--- config.mk ---
export PLATFORM = sky130hd
export DESIGN_NAME = etis_div
export DESIGN_NICKNAME = d
export VERILOG_FILES = /design/src/design/etis_pkg.sv /design/src/design/etis_div.sv
export SDC_FILE = /design/constraint.sdc
export NUM_CORES = 1
export LEC_CHECK = 0
export BUFFER_PORTS_ARGS = -buffer_cell sky130_fd_sc_hd__buf_2
export CAP_MARGIN = 25
export CORE_AREA = 2 2 97 99
export CTS_BUF_LIST = sky130_fd_sc_hd__clkbuf_8
export CTS_CLUSTER_SIZE = 20
export DETAILED_ROUTE_END_ITERATION = 6
export DIE_AREA = 0 0 99 101
export HOLD_SLACK_MARGIN = 0.06
export PLACE_DENSITY = 0.75
export SYNTH_ARGS = -nofsm -noshare
export SYNTH_HDL_FRONTEND = slang
export SYNTH_SLANG_ARGS = --single-unit
--- constraint.sdc ---
create_clock -name clk -period 4.2 [get_ports clk]
set_input_delay 0.63 -clock clk [delete_from_list [all_inputs] [get_ports clk]]
set_output_delay 0.63 -clock clk [all_outputs]
set_load 0.005 [all_outputs]
--- src/design/etis_pkg.sv ---
// ============================================================================
// etis_pkg
// Shared types, constants and helpers for the edge timestamp interval
// statistics unit.
// ============================================================================
package etis_pkg;

  localparam int DEPTH   = 128;
  localparam int PTR_W   = (DEPTH > 1) ? $clog2(DEPTH) : 1;
  localparam int CNT_W   = $clog2(DEPTH + 1);
  localparam int STAMP_W = 64;
  localparam int STAT_W  = 32;
  localparam int STEP_W  = $clog2(STAMP_W);

  localparam logic OP_EVENT = 1'b0;
  localparam logic OP_QUERY = 1'b1;

  typedef struct packed {
    logic               start;
    logic [STAMP_W-1:0] dividend;
    logic [CNT_W-1:0]   divisor;
  } div_req_t;

  typedef struct packed {
    logic               done;
    logic [STAMP_W-1:0] quotient;
  } div_rsp_t;

  function automatic logic [STAT_W-1:0] sat32(input logic [STAMP_W-1:0] v);
    logic [STAT_W-1:0] r;
    if (v > STAMP_W'({STAT_W{1'b1}})) begin
      r = '1;
    end else begin
      r = v[STAT_W-1:0];
    end
    return r;
  endfunction

  function automatic logic [7:0] sat_count(input logic [CNT_W-1:0] n);
    logic [7:0] r;
    if (32'(n) > 32'd255) begin
      r = 8'hFF;
    end else begin
      r = 8'(n);
    end
    return r;
  endfunction

endpackage

--- src/design/etis_div.sv ---
// ============================================================================
// etis_div
// Radix-2 restoring divider, one quotient bit per cycle.
// ============================================================================
module etis_div (
  input  logic               clk,
  input  logic               rst,
  input  etis_pkg::div_req_t req,
  output etis_pkg::div_rsp_t rsp
);

  logic                           busy;
  logic                           done;
  logic [etis_pkg::STEP_W-1:0]    step;
  logic [etis_pkg::STAMP_W-1:0]   quo;
  logic [etis_pkg::CNT_W-1:0]     rem;
  logic [etis_pkg::CNT_W-1:0]     dsor;
  logic [etis_pkg::CNT_W:0]       rem_shift;
  logic                           qbit;
  logic [etis_pkg::CNT_W:0]       rem_diff;

  always_comb begin
    rem_shift = {rem, quo[etis_pkg::STAMP_W-1]};
    qbit      = rem_shift >= {1'b0, dsor};
    rem_diff  = rem_shift - {1'b0, dsor};
  end

  always_ff @(posedge clk) begin
    if (rst) begin
      busy <= 1'b0;
      done <= 1'b0;
      step <= '0;
    end else begin
      done <= 1'b0;
      if (req.start) begin
        busy <= 1'b1;
        step <= '0;
        quo  <= req.dividend;
        dsor <= req.divisor;
        rem  <= '0;
      end else if (busy) begin
        quo  <= {quo[etis_pkg::STAMP_W-2:0], qbit};
        rem  <= qbit ? rem_diff[etis_pkg::CNT_W-1:0] : rem_shift[etis_pkg::CNT_W-1:0];
        step <= step + 1'b1;
        if (step == etis_pkg::STEP_W'(etis_pkg::STAMP_W - 1)) begin
          busy <= 1'b0;
          done <= 1'b1;
        end
      end
    end
  end

  assign rsp.done     = done;
  assign rsp.quotient = quo;

endmodule

==> results.yml, run 1 <==
synthesis:
  synth_area_leaders: "edfxtp_1 (58%), mux2_2 (17%), dfxtp_1 (3.9%)"
  ys_seq_area_share_pct: 62.2
  synthFlopType: "edfxtp_1"
  avgSynthCellArea_sq_um: 15.3
  yosysTopAreaCellShare_pct: 58.3
  syn-num-nets: 354
  yosysTopAreaCell: "edfxtp_1"
  synth-edff-count: 80
  synth.distinct_cells: 49
  synth_warnings: 0
  syn_area_sq_um: 4120
  async_reset_ff_share_pct: 0
  syn-instance-count: 269
  ys_ff_latch: 88
sta:
  whs_ns: 0.452
  slew_violations: 0
  rsz0062_at_grt: "false"
  setup_viol: 0
  final.setup.tns_ns: 0
  finalCritPeriodShare_pct: 50.7
  hold_viol_final: 0
  timing.fmax_mhz: 469
  layout_min_cycle_time_ns: 2.13
  clock_skew_ns: 0.0103
  max_slew_margin_pct: 39.9
  worst_pin_slew_ns: 0.902
setup_path:
  worstPathMaxFanout: 6
  path_class: "flip-flop to flip-flop"
  cp-end-kind: "flip-flop"
  ff2ff_setup_slack_ns: 2.07
  worstPathRequired_ns: 4.30
  startpoint_type: "flip-flop"
  worstPathArrival_ns: 2.23
cells_and_area:
  area_growth_syn_to_layout_pct: 24.4
  layout_commonest_cell: "buf_2"
  fillers: 753
  final_cell_mix: "buf_2 (139), edfxtp_1 (80), mux2_2 (64), inv_1 (12)"
  drive_gt1_share_pct: 56.0
  nNetsFinal: 496
  diodes: 0
floorplanning:
  dieHeight_um: 101
  num_io_pins: 140
  start_util_pct: 45.9
  die_area_sq_um: 10000
  die_w_um: 99
  rows: 35
  core_sq_um: 8980
power:
  p_sw_w: 0.000474
  seq_power_share_pct: 53.2
  swShare_pct: 23.8
  p_comb_share_pct: 15.4
  clkPwrFrac_pct: 31.4
  internal_power_w: 0.00152
  p_per_area_nw_per_um2: 388
  ir_worst_vdd_uv: 190
  power.leakage_nw: 2.06
global_route:
  grt-ovfl-total: 0
  grt_pass1_wl_mm: 13.5
  grt_pass1_vias: 2758
  antenna_found_initial: 0
  grt_start_max_net_pins: 72
  track_usage_pct: 17.3
routing:
  wirelength_mm: 8.40
  ant_nets: 0
  drtPass1Iterations: 4
  drc: 0
  routed_via_density: 5.23
  vias: 2755
  initialDrtViolationCount: 127
  wire_per_inst_um: 15.9
placed_design:
  place_hpwl_mm: 6.00
  gp_congestion: 0.842
  io_buffers: 139
cts:
  ctsResizeCount: 0
  cts_sinks: 88
  cts_root_buffer: "clkbuf_8"
  clk_pin_slew_worst_paths_ns: 0.09
  post-cts-setup-buffer-count: 0
  clk_latency_ns: 0.35
  cts_max_level: 3
  cts_buffer_depth: 2
  cts_tree: "done"
  ctsHoldBuffers: 0
  cts_buffers: 9
min_path:
  hold_path.class: "primary input to flip-flop"
job:
  max_cap_violations: 0
status:
  status: "complete, no violations"
worst paths after layout:
check / start / to / depth (start not counted)
max reg2reg: rem[0] / quo[0] / 6
max: rem[0] / quo[0] / 6
min: req[1] / dsor[1] / 1
min reg2reg: step[5] / step[5] / 2
synthesized netlist by cell type, types with 2 or more instances:
library cell	number
edfxtp_1	80
nand2_1	4
nand4_1	2
inv_1	11
clkbuf_1	2
dfxtp_1	8
a311oi_1	2
buf_2	6
nand3_1	6
a21oi_1	9
a211o_1	2
o21a_1	2
xor2_1	3
nor2_1	9
o21ai_0	7
ha_1	9
nor2b_1	3
mux2_2	64
o211ai_1	2
a211oi_1	2
nor3b_1	3
nor3_1	4
xnor2_1	2
or3_1	2
through the flow:
| stage | util (%) | setup slack, ns | instances | instance area [sq um] | power, W |
|---|---|---|---|---|---|
| 2_1_floorplan | - | 0.956 | 269 | 4130 | 0.00127 |
| 3_3_place_gp | 54.8 | 2.06 | 511 | 4920 | 0.00138 |
| 3_5_place_dp | 54.8 | 2.05 | 511 | 4920 | 0.00139 |
| 4_1_cts | 57.1 | 2.06 | 527 | 5130 | 0.00202 |
| 5_1_grt | 57.1 | 1.93 | 527 | 5130 | 0.00210 |
| 6_report | 57.1 | 2.07 | 527 | 5130 | 0.00199 |
final cells by class:
cell class                 count  area (sq um)  area share (%)
timing repair buffer         142           718            14.0
clock buffer                   9           124            2.42
sequential                    88          2560            50.0
clock inverter                 7          87.6            1.71
inverter                      11          41.3           0.805
tap                          111           139            2.71
multi-input combinational    159          1460            28.4
routing by layer:
layer | routed length (um) | global-route usage (%)
met2 | 3980 | 26.7
met3 | 709 | 5.34
met5 | 0 | 0
met1 | 3550 | 22.9
met4 | 156 | 6.85
sequential cells by signal, summed over array words and instances, names as in the netlist:
name,flops
busy,1
done,1
dsor,8
quo,64
rem,8
step,6
worst max-delay path, stage by stage (launching register included):
cell and delay [ns]:
edfxtp_1 0.43, ha_1 0.33, nor2b_4 0.14, o31ai_4 0.35, a31o_4 0.25, nand2_1 0.09
mux2_2 0.29
logic make-up (layout without fill, tap and decap cells):
| family | count (synthesis) | in the layout | synth area share, % |
|---|---|---|---|
| DFF | 88 | 88 | 62.2 |
| AOI/OAI and AO/OA | 38 | 38 | 7.50 |
| adders and majority gates | 10 | 10 | 3.22 |
| muxes | 65 | 65 | 17.7 |
| buffers and inverters | 22 | 169 | 2.70 |
| xor gates and xnor gates | 5 | 5 | 1.06 |
| and+or+nand+nor | 41 | 41 | 5.65 |
power groups by stage:
stage / clock network (W) / registers [W] / logic (W)
6_report: 0.000626 / 0.00106 / 0.000306
2_1_floorplan: 0 / 0.00108 / 0.000196
3_3_place_gp: 0 / 0.00108 / 0.000302
5_1_grt: 0.000686 / 0.00107 / 0.000342
4_1_cts: 0.000647 / 0.00106 / 0.000310
3_5_place_dp: 0 / 0.00108 / 0.000308
Note: power is estimated with default switching activity, not from simulation.
==> inputs of run 2 (changes only) <==
- ABC_AREA: unset -> 1
- CORE_AREA: 2 2 97 99 -> 2 2 98 100
- DIE_AREA: 0 0 99 101 -> 0 0 100 102
- clock period: 4.2 -> 1.9 ns (I/O delays scaled with it)
==> run 2 against run 1 <==
  * Sequential power rose by 130%
  * Maximum frequency is 21% higher
  * Sequential share of layout area shrank 1.7 points
  * Critical endpoint is now rem[4]
  * Largest cell class unchanged
  * Largest power group unchanged
==> results.yml, run 2 <==
status:
  status: "complete, no violations"
cells_and_area:
  final_cell_count_no_fill: 710
  diodes: 0
  largest_register_ff_count: 64
  top_regs: "quo: 64 flops, dsor: 8 flops, rem: 8 flops"
  largest_register: "quo"
  area_growth_syn_to_layout_pct: 26.3
  final_cell_mix: "nand2_1 (230), buf_2 (139), edfxtp_1 (80), inv_1 (32), nor2_1 (27)"
  layout_commonest_cell: "nand2_1"
  drive_gt1_share_pct: 30.9
  finish.utilization_pct: 58.3
  nNetsFinal: 679
cts:
  cts_root_buffer: "clkbuf_8"
  cts_tree: "done"
  cts_buffers: 9
  clk_pin_slew_worst_paths_ns: 0.09
  clk_latency_ns: 0.34
  ctsHoldBuffers: 0
  cts_buffer_depth: 2
  cts_max_level: 3
  cts_sinks: 88
sta:
  layout_min_cycle_time_ns: 1.77
  timing.fmax_mhz: 566
  finalCritPeriodShare_pct: 92.9
  max_slew_margin_pct: 69.1
  slew_violations: 0
  final.setup.tns_ns: 0
  hold_viol_final: 0
  clock_skew_ns: 0.0100
  worst_pin_slew_ns: 0.464
  setup_viol: 0
  setup_ws_ns: 0.134
placed_design:
  preCtsSetupSlack_ns: 0.0828
  place_hpwl_mm: 6.99
  io_buffers: 139
  gp_congestion: 0.877
  dp.cells: 693
setup_path:
  worstSetupStartpoint: "quo[63]"
  worstPathMaxFanout: 3
  cp-end-kind: "flip-flop"
  path_class: "flip-flop to flip-flop"
  worstPathRequired_ns: 1.99
  startpoint_type: "flip-flop"
  worstPathArrival_ns: 1.86
  reg2reg_from: "quo[63]"
global_route:
  antenna_found_initial: 0
  track_usage_pct: 19.0
  grt-ovfl-total: 0
  grt_start_max_net_pins: 48
  grt_pass1_vias: 3327
  grt_pass1_wl_mm: 15.4
power:
  power.leakage_nw: 2.58
  p_per_area_nw_per_um2: 879
  ir_worst_vdd_uv: 360
synthesis:
  synth.distinct_cells: 31
  async_reset_ff_share_pct: 0
  yosysTopAreaCellShare_pct: 57.1
  syn-num-nets: 538
  yosysMostFrequentCell: "nand2_1"
  yosysTopAreaCell: "edfxtp_1"
  ys_ff_latch: 88
  syn-instance-count: 453
  synth_area_leaders: "edfxtp_1 (57%), nand2_1 (21%), dfxtp_1 (3.8%)"
  synthFlopType: "edfxtp_1"
  avgSynthCellArea_sq_um: 9.29
  ys_seq_area_share_pct: 60.9
  syn_area_sq_um: 4210
  synth-edff-count: 80
  yosys-top-cells-count: "nand2_1 (231), edfxtp_1 (80), inv_1 (32)"
  synth_warnings: 0
min_path:
  hold_start: "req[3]"
  hold_path.class: "primary input to flip-flop"
floorplanning:
  dieHeight_um: 102
  start_util_pct: 46.2
  die_area_sq_um: 10200
  rows: 35
  num_io_pins: 140
  die_w_um: 100
  core_sq_um: 9110
routing:
  drtPass1Iterations: 5
  ant_nets: 0
  routed_via_density: 4.84
  initialDrtViolationCount: 108
  drc: 0
  vias: 3434
  wirelength_mm: 9.61
  wire_per_inst_um: 13.5
job:
  max_cap_violations: 0
## run 2: changes by cell type after synthesis, moves of 4 or more
cell      previous run  this run
nand3b_1             0         4
inv_1               11        32
mux2_2              64         0
nand2_1              4       231
nor2_1               9        27
## run 2: stage by stage
| stage | area [sq um] | hold WS (ns) | total power, W |
|---|---|---|---|
| after floorplan | 4240 | 0.384 | 0.00300 |
| after global placement | 5040 | 0.443 | 0.00331 |
| after detailed placement | 5040 | 0.443 | 0.00334 |
| after CTS | 5250 | 0.0952 | 0.00467 |
| after global routing | 5310 | 0.0916 | 0.00492 |
| final | 5310 | 0.114 | 0.00467 |
## run 2: path summary, 6_finish.rpt
kind | endpoint | cells past startpoint | slack [ns]
max | rem[4] | 8 | 0.13
min | dsor[3] | 1 | 0.11
max reg2reg | rem[4] | 8 | 0.13
min reg2reg | step[5] | 1 | 0.47
## run 2: critical path, cell delays in order, from the launching register on
cell and delay (ns):
edfxtp_1 0.35, inv_1 0.06, ha_1 0.22, fa_2 0.37, nor2_1 0.15, nor2_1 0.06
xnor2_1 0.14, nor2_1 0.11, nor2_1 0.06
## run 2: repair_timing
item / CTS / global route
setup endpoints to repair: 0 / 7
resized for setup: 0 / 7
buffers inserted: 0 / 1
## run 2: where the power goes
| part | internal [W] | switching, W |
|---|---|---|
| Combinational | 0.000383 | 0.000522 |
| Clock | 0.000651 | 0.000686 |
| Sequential | 0.00233 | 0.0000995 |
| Total | 0.00336 | 0.00131 |
## run 2: logic make-up after synthesis
kind of cell | synth area share (%)
and+or+nand+nor | 28.2
adders and majority gates | 3.15
DFF | 60.9
AOI/OAI and AO/OA | 2.20
buffers and inverters | 4.91
xor gates and xnor gates | 0.625
## run 2: layout make-up
cell class	instances	area (sq um)
clock buffers	10	138
repair buffers	146	761
well taps	111	139
inverters	33	136
multi-input cells	316	1510
fillers	817	3800
flip-flops and latches	88	2560
clock inverters	6	68.8
## run 2: routing by layer
| metal | GRT usage [%] | part of all wire [%] | up-vias |
|---|---|---|---|
| met1 | 24.6 | 43 | 1573 |
| met4 | 6.85 | 1.2 | 0 |
| met3 | 5.34 | 8.1 | 11 |
| met5 | 0 | 0 | - |
| li1 | - | - | 1725 |
| met2 | 30.8 | 48 | 125 |
